### src/hw/rtl/tkd_pkg.sv
// tkd_pkg: types, codes and constants shared by the terminal key sequence decoder
// no dependencies; imported by every module of the decoder

package tkd_pkg;

  localparam int MAX_PARAM_BYTES = 16;
  localparam int PLEN_W          = $clog2(MAX_PARAM_BYTES + 2);
  localparam int HEAD_DEPTH      = 3;
  localparam int HEAD_IDX_W      = $clog2(HEAD_DEPTH);
  localparam int WIN_DEPTH       = 5;
  localparam int FILL_W          = $clog2(WIN_DEPTH + 1);
  localparam int WAIT_W          = 16;
  localparam int CFG_W           = 16;
  localparam int CFG_IDX_W       = 1;
  localparam int CP_W            = 21;

  localparam logic [WAIT_W-1:0] ESC_WAIT_RST = 16'd30;
  localparam logic [WAIT_W-1:0] SEQ_WAIT_RST = 16'd50;
  localparam logic [WAIT_W-1:0] WAIT_MAX     = 16'hffff;

  // terminator of a bracketed paste, first byte in the top bits
  localparam logic [47:0] PASTE_TERM = 48'h1b5b3230317e;

  localparam logic [7:0] BYTE_ESC    = 8'h1b;
  localparam logic [7:0] BYTE_CR     = 8'h0d;
  localparam logic [7:0] BYTE_LF     = 8'h0a;
  localparam logic [7:0] BYTE_DEL    = 8'h7f;
  localparam logic [7:0] BYTE_BS     = 8'h08;
  localparam logic [7:0] BYTE_TAB    = 8'h09;
  localparam logic [7:0] BYTE_CTRL_C = 8'h03;
  localparam logic [7:0] BYTE_CTRL_D = 8'h04;
  localparam logic [7:0] BYTE_CTRL_O = 8'h0f;
  localparam logic [7:0] BYTE_CTRL_E = 8'h05;
  localparam logic [7:0] BYTE_LBRACK = 8'h5b;
  localparam logic [7:0] BYTE_SS3    = 8'h4f;
  localparam logic [7:0] BYTE_Z      = 8'h5a;
  localparam logic [7:0] BYTE_TILDE  = 8'h7e;
  localparam logic [7:0] BYTE_ZERO   = 8'h30;
  localparam logic [7:0] BYTE_ONE    = 8'h31;
  localparam logic [7:0] BYTE_TWO    = 8'h32;
  localparam logic [7:0] BYTE_FOUR   = 8'h34;
  localparam logic [7:0] BYTE_SEVEN  = 8'h37;
  localparam logic [7:0] BYTE_EIGHT  = 8'h38;
  localparam logic [7:0] FINAL_LO    = 8'h40;
  localparam logic [7:0] FINAL_HI    = 8'h7e;

  typedef enum logic [CFG_IDX_W-1:0] {
    CFG_ESC_WAIT = 1'b0,
    CFG_SEQ_WAIT = 1'b1
  } cfg_idx_e;

  typedef enum logic {
    CMD_BYTE = 1'b0,
    CMD_TICK = 1'b1
  } cmd_e;

  typedef enum logic [2:0] {
    MODE_IDLE  = 3'd0,
    MODE_ESC   = 3'd1,
    MODE_CSI   = 3'd2,
    MODE_SS3   = 3'd3,
    MODE_UTF8  = 3'd4,
    MODE_PASTE = 3'd5
  } parse_mode_e;

  typedef enum logic [4:0] {
    KEY_CHAR       = 5'd0,
    KEY_ENTER      = 5'd1,
    KEY_NEWLINE    = 5'd2,
    KEY_BACKSPACE  = 5'd3,
    KEY_TAB        = 5'd4,
    KEY_ESC        = 5'd5,
    KEY_UP         = 5'd6,
    KEY_DOWN       = 5'd7,
    KEY_RIGHT      = 5'd8,
    KEY_LEFT       = 5'd9,
    KEY_HOME       = 5'd10,
    KEY_END        = 5'd11,
    KEY_SHIFT_TAB  = 5'd12,
    KEY_CTRL_C     = 5'd13,
    KEY_CTRL_D     = 5'd14,
    KEY_CTRL_O     = 5'd15,
    KEY_CTRL_E     = 5'd16,
    KEY_PASTE_BYTE = 5'd17,
    KEY_PASTE_END  = 5'd18
  } key_kind_e;

  typedef struct packed {
    logic       start;
    logic       push;
    logic [7:0] data;
  } paste_ctl_t;

  typedef struct packed {
    logic       full;
    logic       term_hit;
    logic [7:0] oldest;
  } paste_res_t;

  typedef struct packed {
    logic            vld;
    key_kind_e       kind;
    logic [CP_W-1:0] cp;
  } key_res_t;

endpackage

### src/hw/rtl/tkd_in_if.sv
// tkd_in_if: input channel of the key decoder, valid/ready with command and byte
// no dependencies

interface tkd_in_if;
  logic       valid;
  logic       ready;
  logic       command;
  logic [7:0] data_byte;

  modport source (output valid, command, data_byte, input ready);
  modport sink (input valid, command, data_byte, output ready);
endinterface

### src/hw/rtl/tkd_out_if.sv
// tkd_out_if: result channel of the key decoder, valid/ready with key kind and code point
// no dependencies

interface tkd_out_if;
  logic        valid;
  logic        ready;
  logic [4:0]  key_kind;
  logic [20:0] code_point;

  modport source (output valid, key_kind, code_point, input ready);
  modport sink (input valid, key_kind, code_point, output ready);
endinterface

### src/hw/rtl/tkd_paste_win.sv
// tkd_paste_win: five-byte window that delays pasted bytes and spots the paste terminator
// depends on tkd_pkg

module tkd_paste_win import tkd_pkg::*; (
  input  logic       clk_i,
  input  logic       rst_ni,
  input  paste_ctl_t ctl_i,
  output paste_res_t res_o
);

  logic [FILL_W-1:0] fill_q, fill_d;
  logic [7:0]        win_q [WIN_DEPTH];
  logic              full;
  logic              term_hit;

  assign full     = (fill_q == FILL_W'(WIN_DEPTH));
  assign term_hit = full && ({win_q[0], win_q[1], win_q[2], win_q[3], win_q[4], ctl_i.data}
                             == PASTE_TERM);

  assign res_o.full     = full;
  assign res_o.term_hit = term_hit;
  assign res_o.oldest   = win_q[0];

  always_comb begin
    fill_d = fill_q;
    if (ctl_i.start) begin
      fill_d = '0;
    end else if (ctl_i.push) begin
      if (!full) begin
        fill_d = fill_q + FILL_W'(1);
      end else if (term_hit) begin
        fill_d = '0;
      end
    end
  end

  always_ff @(posedge clk_i or negedge rst_ni) begin
    if (!rst_ni) begin
      fill_q <= '0;
    end else begin
      fill_q <= fill_d;
    end
  end

  always_ff @(posedge clk_i) begin
    if (ctl_i.push && !ctl_i.start) begin
      if (!full) begin
        win_q[fill_q] <= ctl_i.data;
      end else if (!term_hit) begin
        for (int i = 0; i < WIN_DEPTH - 1; i++) begin
          win_q[i] <= win_q[i+1];
        end
        win_q[WIN_DEPTH-1] <= ctl_i.data;
      end
    end
  end

`ifndef NO_ASSERTIONS
  a_fill_range: assert property (@(posedge clk_i) disable iff (!rst_ni)
    fill_q <= FILL_W'(WIN_DEPTH))
    else $error("paste window fill beyond depth");

  a_term_empties: assert property (@(posedge clk_i) disable iff (!rst_ni)
    ctl_i.push && term_hit |=> fill_q == '0)
    else $error("paste window not emptied on terminator");
`endif

endmodule

### src/hw/rtl/tkd_decode.sv
// tkd_decode: parser state and next-state logic for one item per step
// depends on tkd_pkg and tkd_paste_win

module tkd_decode import tkd_pkg::*; (
  input  logic              clk_i,
  input  logic              rst_ni,
  input  logic              step_i,
  input  logic              cmd_i,
  input  logic [7:0]        byte_i,
  input  logic [CFG_W-1:0]  esc_wait_i,
  input  logic [CFG_W-1:0]  seq_wait_i,
  output key_res_t          res_o
);

  typedef struct packed {
    logic      hit;
    key_kind_e kind;
  } arrow_t;

  function automatic arrow_t arrow_kind(input logic [7:0] b);
    arrow_t r;
    r.hit  = 1'b1;
    r.kind = KEY_UP;
    case (b)
      8'h41:   r.kind = KEY_UP;
      8'h42:   r.kind = KEY_DOWN;
      8'h43:   r.kind = KEY_RIGHT;
      8'h44:   r.kind = KEY_LEFT;
      8'h48:   r.kind = KEY_HOME;
      8'h46:   r.kind = KEY_END;
      default: r.hit  = 1'b0;
    endcase
    return r;
  endfunction

  parse_mode_e       mode_q, mode_d;
  logic [WAIT_W-1:0] wait_q, wait_d;
  logic [CP_W-1:0]   accum_q, accum_d;
  logic [1:0]        left_q, left_d;
  logic [PLEN_W-1:0] plen_q, plen_d;
  logic [7:0]        head_q [HEAD_DEPTH];
  logic              head_we;

  logic [WAIT_W-1:0] wait_inc;
  logic [WAIT_W-1:0] limit;
  logic [PLEN_W-1:0] plen_inc;
  logic [1:0]        left_dec;
  logic              in_seq;
  arrow_t            arrow;
  paste_ctl_t        pctl;
  paste_res_t        pres;
  key_res_t          res;

  tkd_paste_win u_paste_win (
    .clk_i  (clk_i),
    .rst_ni (rst_ni),
    .ctl_i  (pctl),
    .res_o  (pres)
  );

  assign wait_inc = (wait_q != WAIT_MAX) ? wait_q + WAIT_W'(1) : wait_q;
  assign limit    = (mode_q == MODE_ESC) ? esc_wait_i : seq_wait_i;
  assign plen_inc = plen_q + PLEN_W'(1);
  assign left_dec = (left_q != 2'd0) ? left_q - 2'd1 : left_q;
  assign in_seq   = (mode_q == MODE_ESC) || (mode_q == MODE_CSI) ||
                    (mode_q == MODE_SS3) || (mode_q == MODE_UTF8);
  assign arrow    = arrow_kind(byte_i);
  assign res_o    = res;

  always_comb begin
    mode_d    = mode_q;
    wait_d    = wait_q;
    accum_d   = accum_q;
    left_d    = left_q;
    plen_d    = plen_q;
    head_we   = 1'b0;
    pctl      = '{start: 1'b0, push: 1'b0, data: byte_i};
    res       = '{vld: 1'b0, kind: KEY_CHAR, cp: '0};
    if (step_i) begin
      if (cmd_i == CMD_TICK) begin
        if (in_seq) begin
          if (wait_inc < limit) begin
            wait_d = wait_inc;
          end else begin
            wait_d = '0;
            mode_d = MODE_IDLE;
            if (mode_q == MODE_ESC) begin
              res.vld  = 1'b1;
              res.kind = KEY_ESC;
            end else begin
              left_d = 2'd0;
            end
          end
        end
      end else begin
        case (mode_q)
          MODE_ESC: begin
            if (byte_i == BYTE_LBRACK) begin
              mode_d = MODE_CSI;
              plen_d = '0;
              wait_d = '0;
            end else if (byte_i == BYTE_SS3) begin
              mode_d = MODE_SS3;
              wait_d = '0;
            end else begin
              mode_d = MODE_IDLE;
              if (byte_i == BYTE_CR || byte_i == BYTE_LF) begin
                res.vld  = 1'b1;
                res.kind = KEY_NEWLINE;
              end
            end
          end
          MODE_CSI: begin
            wait_d = '0;
            if (byte_i >= FINAL_LO && byte_i <= FINAL_HI) begin
              mode_d = MODE_IDLE;
              if (arrow.hit) begin
                res.vld  = 1'b1;
                res.kind = arrow.kind;
              end else if (byte_i == BYTE_Z) begin
                res.vld  = 1'b1;
                res.kind = KEY_SHIFT_TAB;
              end else if (byte_i == BYTE_TILDE) begin
                if (plen_q == PLEN_W'(3) && head_q[0] == BYTE_TWO &&
                    head_q[1] == BYTE_ZERO && head_q[2] == BYTE_ZERO) begin
                  mode_d     = MODE_PASTE;
                  pctl.start = 1'b1;
                end else if (plen_q == PLEN_W'(1)) begin
                  if (head_q[0] == BYTE_ONE || head_q[0] == BYTE_SEVEN) begin
                    res.vld  = 1'b1;
                    res.kind = KEY_HOME;
                  end else if (head_q[0] == BYTE_FOUR || head_q[0] == BYTE_EIGHT) begin
                    res.vld  = 1'b1;
                    res.kind = KEY_END;
                  end
                end
              end
            end else begin
              head_we = (plen_q < PLEN_W'(HEAD_DEPTH));
              plen_d  = plen_inc;
              if (plen_inc > PLEN_W'(MAX_PARAM_BYTES)) begin
                plen_d = '0;
                mode_d = MODE_IDLE;
              end
            end
          end
          MODE_SS3: begin
            mode_d = MODE_IDLE;
            if (arrow.hit) begin
              res.vld  = 1'b1;
              res.kind = arrow.kind;
            end
          end
          MODE_UTF8: begin
            wait_d = '0;
            if (byte_i[7:6] != 2'b10) begin
              mode_d = MODE_IDLE;
              left_d = 2'd0;
            end else begin
              accum_d = {accum_q[CP_W-7:0], byte_i[5:0]};
              left_d  = left_dec;
              if (left_dec == 2'd0) begin
                mode_d   = MODE_IDLE;
                res.vld  = 1'b1;
                res.kind = KEY_CHAR;
                res.cp   = {accum_q[CP_W-7:0], byte_i[5:0]};
              end
            end
          end
          MODE_PASTE: begin
            pctl.push = 1'b1;
            if (pres.term_hit) begin
              mode_d   = MODE_IDLE;
              res.vld  = 1'b1;
              res.kind = KEY_PASTE_END;
            end else if (pres.full) begin
              res.vld  = 1'b1;
              res.kind = KEY_PASTE_BYTE;
              res.cp   = CP_W'(pres.oldest);
            end
          end
          default: begin
            mode_d = MODE_IDLE;
            case (byte_i)
              BYTE_ESC: begin
                mode_d = MODE_ESC;
                wait_d = '0;
              end
              BYTE_CR, BYTE_LF: begin
                res.vld  = 1'b1;
                res.kind = KEY_ENTER;
              end
              BYTE_DEL, BYTE_BS: begin
                res.vld  = 1'b1;
                res.kind = KEY_BACKSPACE;
              end
              BYTE_TAB: begin
                res.vld  = 1'b1;
                res.kind = KEY_TAB;
              end
              BYTE_CTRL_C: begin
                res.vld  = 1'b1;
                res.kind = KEY_CTRL_C;
              end
              BYTE_CTRL_D: begin
                res.vld  = 1'b1;
                res.kind = KEY_CTRL_D;
              end
              BYTE_CTRL_O: begin
                res.vld  = 1'b1;
                res.kind = KEY_CTRL_O;
              end
              BYTE_CTRL_E: begin
                res.vld  = 1'b1;
                res.kind = KEY_CTRL_E;
              end
              default: begin
                if (byte_i < 8'h20) begin
                  res.vld = 1'b0;
                end else if (byte_i < 8'h80) begin
                  res.vld  = 1'b1;
                  res.kind = KEY_CHAR;
                  res.cp   = CP_W'(byte_i);
                end else if (byte_i[7:5] == 3'b110) begin
                  accum_d = CP_W'(byte_i[4:0]);
                  left_d  = 2'd1;
                  mode_d  = MODE_UTF8;
                  wait_d  = '0;
                end else if (byte_i[7:4] == 4'b1110) begin
                  accum_d = CP_W'(byte_i[3:0]);
                  left_d  = 2'd2;
                  mode_d  = MODE_UTF8;
                  wait_d  = '0;
                end else if (byte_i[7:3] == 5'b11110) begin
                  accum_d = CP_W'(byte_i[2:0]);
                  left_d  = 2'd3;
                  mode_d  = MODE_UTF8;
                  wait_d  = '0;
                end
              end
            endcase
          end
        endcase
      end
    end
  end

  always_ff @(posedge clk_i or negedge rst_ni) begin
    if (!rst_ni) begin
      mode_q  <= MODE_IDLE;
      wait_q  <= '0;
      accum_q <= '0;
      left_q  <= '0;
      plen_q  <= '0;
    end else begin
      mode_q  <= mode_d;
      wait_q  <= wait_d;
      accum_q <= accum_d;
      left_q  <= left_d;
      plen_q  <= plen_d;
    end
  end

  always_ff @(posedge clk_i) begin
    if (head_we) begin
      head_q[plen_q[HEAD_IDX_W-1:0]] <= byte_i;
    end
  end

`ifndef NO_ASSERTIONS
  a_left_only_utf8: assert property (@(posedge clk_i) disable iff (!rst_ni)
    left_q != 2'd0 |-> mode_q == MODE_UTF8)
    else $error("utf-8 byte count set outside a utf-8 sequence");

  a_plen_range: assert property (@(posedge clk_i) disable iff (!rst_ni)
    plen_q <= PLEN_W'(MAX_PARAM_BYTES))
    else $error("parameter length beyond limit");

  a_no_step_no_change: assert property (@(posedge clk_i) disable iff (!rst_ni)
    !step_i |=> $stable(mode_q) && $stable(wait_q) && $stable(plen_q))
    else $error("parser state moved without a step");
`endif

endmodule

### src/hw/rtl/terminal_key_sequence_decoder.sv
// terminal_key_sequence_decoder: top level with input register, config registers and result register
// depends on tkd_pkg, tkd_in_if, tkd_out_if and tkd_decode
//
// usage
//   key_in carries one beat per received byte (command 0) or timer tick (command 1).
//   key_out carries zero or one key event per input beat: key_kind and code_point.
//   cfg_we_i writes esc_wait_ticks (index 0) or seq_wait_ticks (index 1) from
//   cfg_data_i; write only while no beat is in flight.
//   an accepted beat sits in the input register and is decoded from there into
//   the result register once that register is free or key_out.ready is high.
//   throughput is one beat per cycle unless key_out stalls: the decode of a
//   beat is one pass of short logic between the input and result registers.
//   when key_out is stalled the result register holds, one more beat is taken
//   into the input register, and key_in.ready then drops until key_out moves.
//   reset clears both registers' valid flags and puts the parser back to idle,
//   the wait registers return to 30 and 50 ticks.

module terminal_key_sequence_decoder import tkd_pkg::*; (
  input  logic                 clk_i,
  input  logic                 rst_ni,
  tkd_in_if.sink               key_in,
  tkd_out_if.source            key_out,
  input  logic                 cfg_we_i,
  input  logic [CFG_IDX_W-1:0] cfg_idx_i,
  input  logic [CFG_W-1:0]     cfg_data_i
);

  logic             in_vld_q, in_vld_d;
  logic             in_cmd_q;
  logic [7:0]       in_byte_q;
  logic             out_vld_q, out_vld_d;
  key_kind_e        out_kind_q;
  logic [CP_W-1:0]  out_cp_q;
  logic [CFG_W-1:0] esc_wait_q;
  logic [CFG_W-1:0] seq_wait_q;
  logic             step;
  logic             in_beat;
  key_res_t         res;

  assign step         = in_vld_q && (!out_vld_q || key_out.ready);
  assign key_in.ready = !in_vld_q || step;
  assign in_beat      = key_in.valid && key_in.ready;

  assign key_out.valid      = out_vld_q;
  assign key_out.key_kind   = out_kind_q;
  assign key_out.code_point = out_cp_q;

  tkd_decode u_decode (
    .clk_i      (clk_i),
    .rst_ni     (rst_ni),
    .step_i     (step),
    .cmd_i      (in_cmd_q),
    .byte_i     (in_byte_q),
    .esc_wait_i (esc_wait_q),
    .seq_wait_i (seq_wait_q),
    .res_o      (res)
  );

  always_comb begin
    in_vld_d = in_vld_q;
    if (in_beat) begin
      in_vld_d = 1'b1;
    end else if (step) begin
      in_vld_d = 1'b0;
    end
    out_vld_d = out_vld_q;
    if (step) begin
      out_vld_d = res.vld;
    end else if (key_out.ready) begin
      out_vld_d = 1'b0;
    end
  end

  always_ff @(posedge clk_i or negedge rst_ni) begin
    if (!rst_ni) begin
      in_vld_q   <= 1'b0;
      out_vld_q  <= 1'b0;
      esc_wait_q <= ESC_WAIT_RST;
      seq_wait_q <= SEQ_WAIT_RST;
    end else begin
      in_vld_q  <= in_vld_d;
      out_vld_q <= out_vld_d;
      if (cfg_we_i) begin
        case (cfg_idx_e'(cfg_idx_i))
          CFG_ESC_WAIT: esc_wait_q <= cfg_data_i;
          CFG_SEQ_WAIT: seq_wait_q <= cfg_data_i;
          default:      esc_wait_q <= esc_wait_q;
        endcase
      end
    end
  end

  always_ff @(posedge clk_i) begin
    if (in_beat) begin
      in_cmd_q  <= key_in.command;
      in_byte_q <= key_in.data_byte;
    end
    if (step && res.vld) begin
      out_kind_q <= res.kind;
      out_cp_q   <= res.cp;
    end
  end

`ifndef NO_ASSERTIONS
  a_in_held: assert property (@(posedge clk_i) disable iff (!rst_ni)
    in_vld_q && !step |=> in_vld_q && $stable(in_cmd_q) && $stable(in_byte_q))
    else $error("pending input beat lost or changed");

  a_cp_zero: assert property (@(posedge clk_i) disable iff (!rst_ni)
    out_vld_q && out_kind_q != KEY_CHAR && out_kind_q != KEY_PASTE_BYTE |-> out_cp_q == '0)
    else $error("code point set for a key without one");

  a_kind_range: assert property (@(posedge clk_i) disable iff (!rst_ni)
    out_vld_q |-> out_kind_q <= KEY_PASTE_END)
    else $error("key kind out of range");
`endif

endmodule

### src/flat_wrapper.sv
// flat-port wrapper written by rule: the top's interface ports become plain ports
module terminal_key_sequence_decoder_flat import tkd_pkg::*;
  (clk_i, rst_ni, cfg_we_i, cfg_idx_i, cfg_data_i, key_in_valid, key_in_command, key_in_data_byte, key_in_ready, key_out_valid, key_out_key_kind, key_out_code_point, key_out_ready);
  tkd_in_if key_in_i ();
  tkd_out_if key_out_i ();
  input  logic clk_i;
  input  logic rst_ni;
  input  logic cfg_we_i;
  input  logic [CFG_IDX_W-1:0] cfg_idx_i;
  input  logic [CFG_W-1:0] cfg_data_i;
  input wire logic [$bits(key_in_i.valid)-1:0] key_in_valid;
  input wire logic [$bits(key_in_i.command)-1:0] key_in_command;
  input wire logic [$bits(key_in_i.data_byte)-1:0] key_in_data_byte;
  output wire logic [$bits(key_in_i.ready)-1:0] key_in_ready;
  output wire logic [$bits(key_out_i.valid)-1:0] key_out_valid;
  output wire logic [$bits(key_out_i.key_kind)-1:0] key_out_key_kind;
  output wire logic [$bits(key_out_i.code_point)-1:0] key_out_code_point;
  input wire logic [$bits(key_out_i.ready)-1:0] key_out_ready;
  assign key_in_i.valid = key_in_valid;
  assign key_in_i.command = key_in_command;
  assign key_in_i.data_byte = key_in_data_byte;
  assign key_in_ready = key_in_i.ready;
  assign key_out_valid = key_out_i.valid;
  assign key_out_key_kind = key_out_i.key_kind;
  assign key_out_code_point = key_out_i.code_point;
  assign key_out_i.ready = key_out_ready;
  terminal_key_sequence_decoder u_core (.clk_i(clk_i), .rst_ni(rst_ni), .key_in(key_in_i), .key_out(key_out_i), .cfg_we_i(cfg_we_i), .cfg_idx_i(cfg_idx_i), .cfg_data_i(cfg_data_i));
endmodule
### config.mk
export PLATFORM = sky130hd
export DESIGN_NAME = terminal_key_sequence_decoder_flat
export DESIGN_NICKNAME = d
export VERILOG_FILES = /design/src/hw/rtl/tkd_pkg.sv /design/src/hw/rtl/tkd_in_if.sv /design/src/hw/rtl/tkd_out_if.sv /design/src/hw/rtl/tkd_paste_win.sv /design/src/hw/rtl/tkd_decode.sv /design/src/hw/rtl/terminal_key_sequence_decoder.sv /design/src/flat_wrapper.sv
export SDC_FILE = /design/constraint.sdc
export NUM_CORES = 1
export LEC_CHECK = 0
export BUFFER_PORTS_ARGS = -buffer_cell sky130_fd_sc_hd__buf_4
export CORE_ASPECT_RATIO = 0.75
export CORE_MARGIN = 1
export CORE_UTILIZATION = 35
export DETAILED_ROUTE_END_ITERATION = 8
export GPL_TIMING_DRIVEN = 0
export SYNTH_ARGS = -nofsm -noshare
export SYNTH_HDL_FRONTEND = slang
export SYNTH_SLANG_ARGS = --single-unit
export TNS_END_PERCENT = 10
### constraint.sdc
create_clock -name clk_i -period 4.3 [get_ports clk_i]
set_clock_uncertainty 0.1 [all_clocks]
set_input_delay 0.43 -clock clk_i [delete_from_list [all_inputs] [get_ports clk_i]]
set_output_delay 0.43 -clock clk_i [all_outputs]
set_load 0.05 [all_outputs]
==> metrics.txt <==
fraction of layout cells with a size suffix above 1=24.8%; clk_lat worst skew=450 ps; Met2 Wirelength=8410 µm; Critical Path Source Type=register; Post-Syn Instances=784; Die Wd=188 µm; Lkg Pwr=4.04 nW; H-tree depth=4; final worst path period need=4140 ps; violated checks=capacitance limit, slew limit; CTS Buffer Depth=2; grt ovf=0; Clock Sinks=177; Worst R2R Setup Slack=160 ps; drt pass-1 iters=5; register area share after synthesis=54.2%; Initial Util=36.1%; fin. max-slew vios=1; Yosys reg bits=177; dominant synthesized flop cell=edfxtp_1; first-pass GRT wire length=34,800 µm; worst path cell trace=ha_2, nand4_1, nor4_4, nor3_4, and4_1, and2_1, xnor2_1, ha_1, a221oi_1, o21ai_0, a221o_2, nor2_4, buf_4, o22ai_4; antenna violations before repair=0; Slew @ Worst Pin=1490 ps; CP arrival=4160 ps; library cells used by synthesis=73; Critical Path RT=4320 ps; Setup crit end kind=register; Mean Syn Cell Area=11.6 µm²; area of the multi-input gates=3990 µm²; CTS tree=done; HP Class=in2async; Worst R2R Path Depth=14; endpoints failing hold=0; final core occ=42.7%; Root Buffer=clkbuf_16; area leader, netlist=edfxtp_1; Tot Pwr=4.57 mW; met1 WL=11,600 µm; final wirelength=21,800 µm; gr usage total=17.0%; syn_nets=836; Layout area overhead=18.3%; Worst Path Buf+Inv=1; post-route ant nets=0; Post-Synthesis Cell Area=9100 µm²; Core ar.=25,200 µm²; max_slew headroom=-0.562%; final period utilization=96.3%; Die Y-Extent=142 µm; Synth top area share=32.7%; vias in the first global route=6,215; routed wl met3=1510 µm; slowest CP cell=a221o_2; Ports=59; Levels on crit path=14; Max Fclk=242 MHz; ANT cells=0; ys async rst share=44.1%; worst vdd ir=273 µV; I/O Buffers=58; Die Area=26,700 µm²; WL/cell=17.8 µm; FF+latch area=4930 µm²; vias per inst=5.38; Final nets=925; detailed-route via count=6,582; initial DRC count=568; total CTS buffers=17; Crit Path Class=reg2reg; number of cell rows=50; CP max stage delay=420 ps; drt drc=0; global placer's final weighted congestion=0.915; Synth warnings=0; Highest Signal Layer=met5; clk slew on worst S/H paths=80 ps; HPWL Detailed=15,200 µm; crit-path max FO=8; # setup viols final=0; EDFF count, synth=99; PD cells=424 nW/µm²; status=complete, but fails checks; CP delay by family, top=simple AND/OR/NAND/NOR gates; largest net degree at the start of global routing=79; Max Cap Violations=1; synth top area cells=edfxtp_1 33%, dfrtp_1 20%, mux2_2 8.5%; fillers=2,370
stage by stage:
step / area (µm²) / setup TNS [ps] / hold WS [ps] / setup slack (ps) / std cells
3_5_place_dp: 9970 / -29470 / 389 / -1010 / 1180
6_report: 10800 / 0 / 39.5 / 159 / 1224
2_1_floorplan: 9110 / 0 / 34.4 / 234 / 784
5_1_grt: 10800 / -363 / 40.0 / -79.0 / 1224
3_3_place_gp: 9970 / -27300 / 383 / -954 / 1180
4_1_cts: 10700 / 0 / 36.5 / 76.6 / 1214
worst reg2reg max path, cell delays in order, from the launching register on:
cell      delay (ps)
dfrtp_1          410
ha_2             230
nand4_1          210
nor4_4           400
nor3_4           100
and4_1           290
and2_1           210
xnor2_1          130
ha_1             340
a221oi_1         260
o21ai_0          130
a221o_2          420
nor2_4           280
buf_4            190
o22ai_4          110
flip-flops by register name, summed over array words and instances (netlist names):
register / flops
u_core.key_out.valid: 1
u_core.u_decode.wait_q: 16
u_core.u_decode.head_q: 24
u_core.u_decode.accum_q: 15
u_core.key_out.key_kind: 5
u_core.esc_wait_q: 16
u_core.u_decode.left_q: 2
u_core.in_byte_q: 8
u_core.in_vld_q: 1
u_core.u_decode.u_paste_win.fill_q: 3
u_core.u_decode.u_paste_win.win_q: 40
u_core.u_decode.mode_q: 3
u_core.key_out.code_point: 21
u_core.in_cmd_q: 1
u_core.u_decode.plen_q: 5
u_core.seq_wait_q: 16
cell type report:
type	count	share of cell area (%)
inverters	20	0.697
clock buffers	18	4.18
flip-flops and latches	177	45.8
well taps	338	3.93
multi-input cells	549	37.1
plain buffers	40	1.72
repair buffers	68	4.86
clock inverters	14	1.72
kinds of logic (layout without fill, tap and decap cells):
logic type,count (synthesis),after routing,synth area share [%]
flip-flops,177,177,54.2
AO/OA/AOI/OAI,147,149,11.0
XOR/XNOR,17,17,1.64
AND/OR/NAND/NOR,275,275,17.0
buffers and inverters,60,160,2.83
adder cells (fa/ha/maj),21,21,2.89
multiplexers,87,87,10.5
synthesized netlist by cell type, types with 4 or more instances:
cell / instances
a21oi_1: 35
nor2b_1: 11
a22o_1: 18
o211ai_1: 5
o21a_1: 4
inv_1: 20
nor2_1: 47
o21ai_1: 6
xnor2_1: 12
nor3_1: 18
nand4_1: 14
o22ai_1: 13
a41o_1: 4
nor4_1: 7
and2_1: 22
nor4b_1: 5
o21ai_0: 27
mux2_2: 69
edfxtp_1: 99
nand2b_1: 15
nand3_1: 21
mux2i_1: 18
ha_1: 21
buf_2: 14
dfrtp_1: 71
dfstp_2: 7
nor4bb_1: 6
nand2_1: 66
xor2_1: 5
and3_1: 9
clkbuf_1: 22
nor3b_1: 4
routing by layer:
layer | vias to the layer above | track usage (%)
met5 | - | 1.47
met1 | 3213 | 27.0
met3 | 26 | 4.48
met2 | 207 | 21.8
met4 | 2 | 5.09
li1 | 3134 | -
cells in the final DEF (no fill, tap or decap), types with 5 or more instances in the layout:
| master | n |
|---|---|
| nand3_1 | 20 |
| nand2b_1 | 14 |
| nand4_1 | 14 |
| nor2b_1 | 11 |
| clkbuf_1 | 21 |
| dfrtp_1 | 71 |
| clkinv_8 | 5 |
| nor4_1 | 6 |
| mux2_2 | 69 |
| o21ai_1 | 7 |
| ha_1 | 20 |
| nand2_1 | 66 |
| nor2_1 | 46 |
| dfstp_2 | 7 |
| nor3_1 | 17 |
| nor4b_1 | 5 |
| clkbuf_16 | 18 |
| buf_4 | 69 |
| o211ai_1 | 5 |
| mux2i_1 | 18 |
| buf_2 | 15 |
| and2_1 | 22 |
| o21ai_0 | 26 |
| a21oi_1 | 35 |
| xnor2_1 | 12 |
| nor4bb_1 | 6 |
| and3_1 | 9 |
| o22ai_1 | 12 |
| edfxtp_1 | 99 |
| inv_1 | 20 |
| xor2_1 | 5 |
| a22o_1 | 18 |
where the power goes:
part	total, mW	leakage [nW]	internal [mW]	switching, mW
Clock	1.65	0.312	0.875	0.772
Sequential	2.09	1.90	1.97	0.126
Combinational	0.831	1.84	0.330	0.501
repair_timing:
action                                  4_1_cts  5_1_grt
endpoints found under the setup margin       42       42
gates cloned                                  1        1
gates resized for setup                       6        6
hold buffers                                  0        0
pin swaps                                     2        4
setup buffers                                 1        9
worst paths after layout:
check | endpoint | start
worst max-delay path | u_core.key_out.code_point[6] | u_core.u_decode.wait_q[1]
min in group clk_i | u_core.in_cmd_q | key_in_command
worst min register to register | u_core.u_decode.accum_q[8] | u_core.u_decode.accum_q[2]
worst max register to register | u_core.key_out.code_point[6] | u_core.u_decode.wait_q[1]
max in group asynchronous | u_core.seq_wait_q[2] | rst_ni
worst min-delay path | u_core.esc_wait_q[13] | rst_ni
No activity file was read; power rests on OpenSTA's default activity.
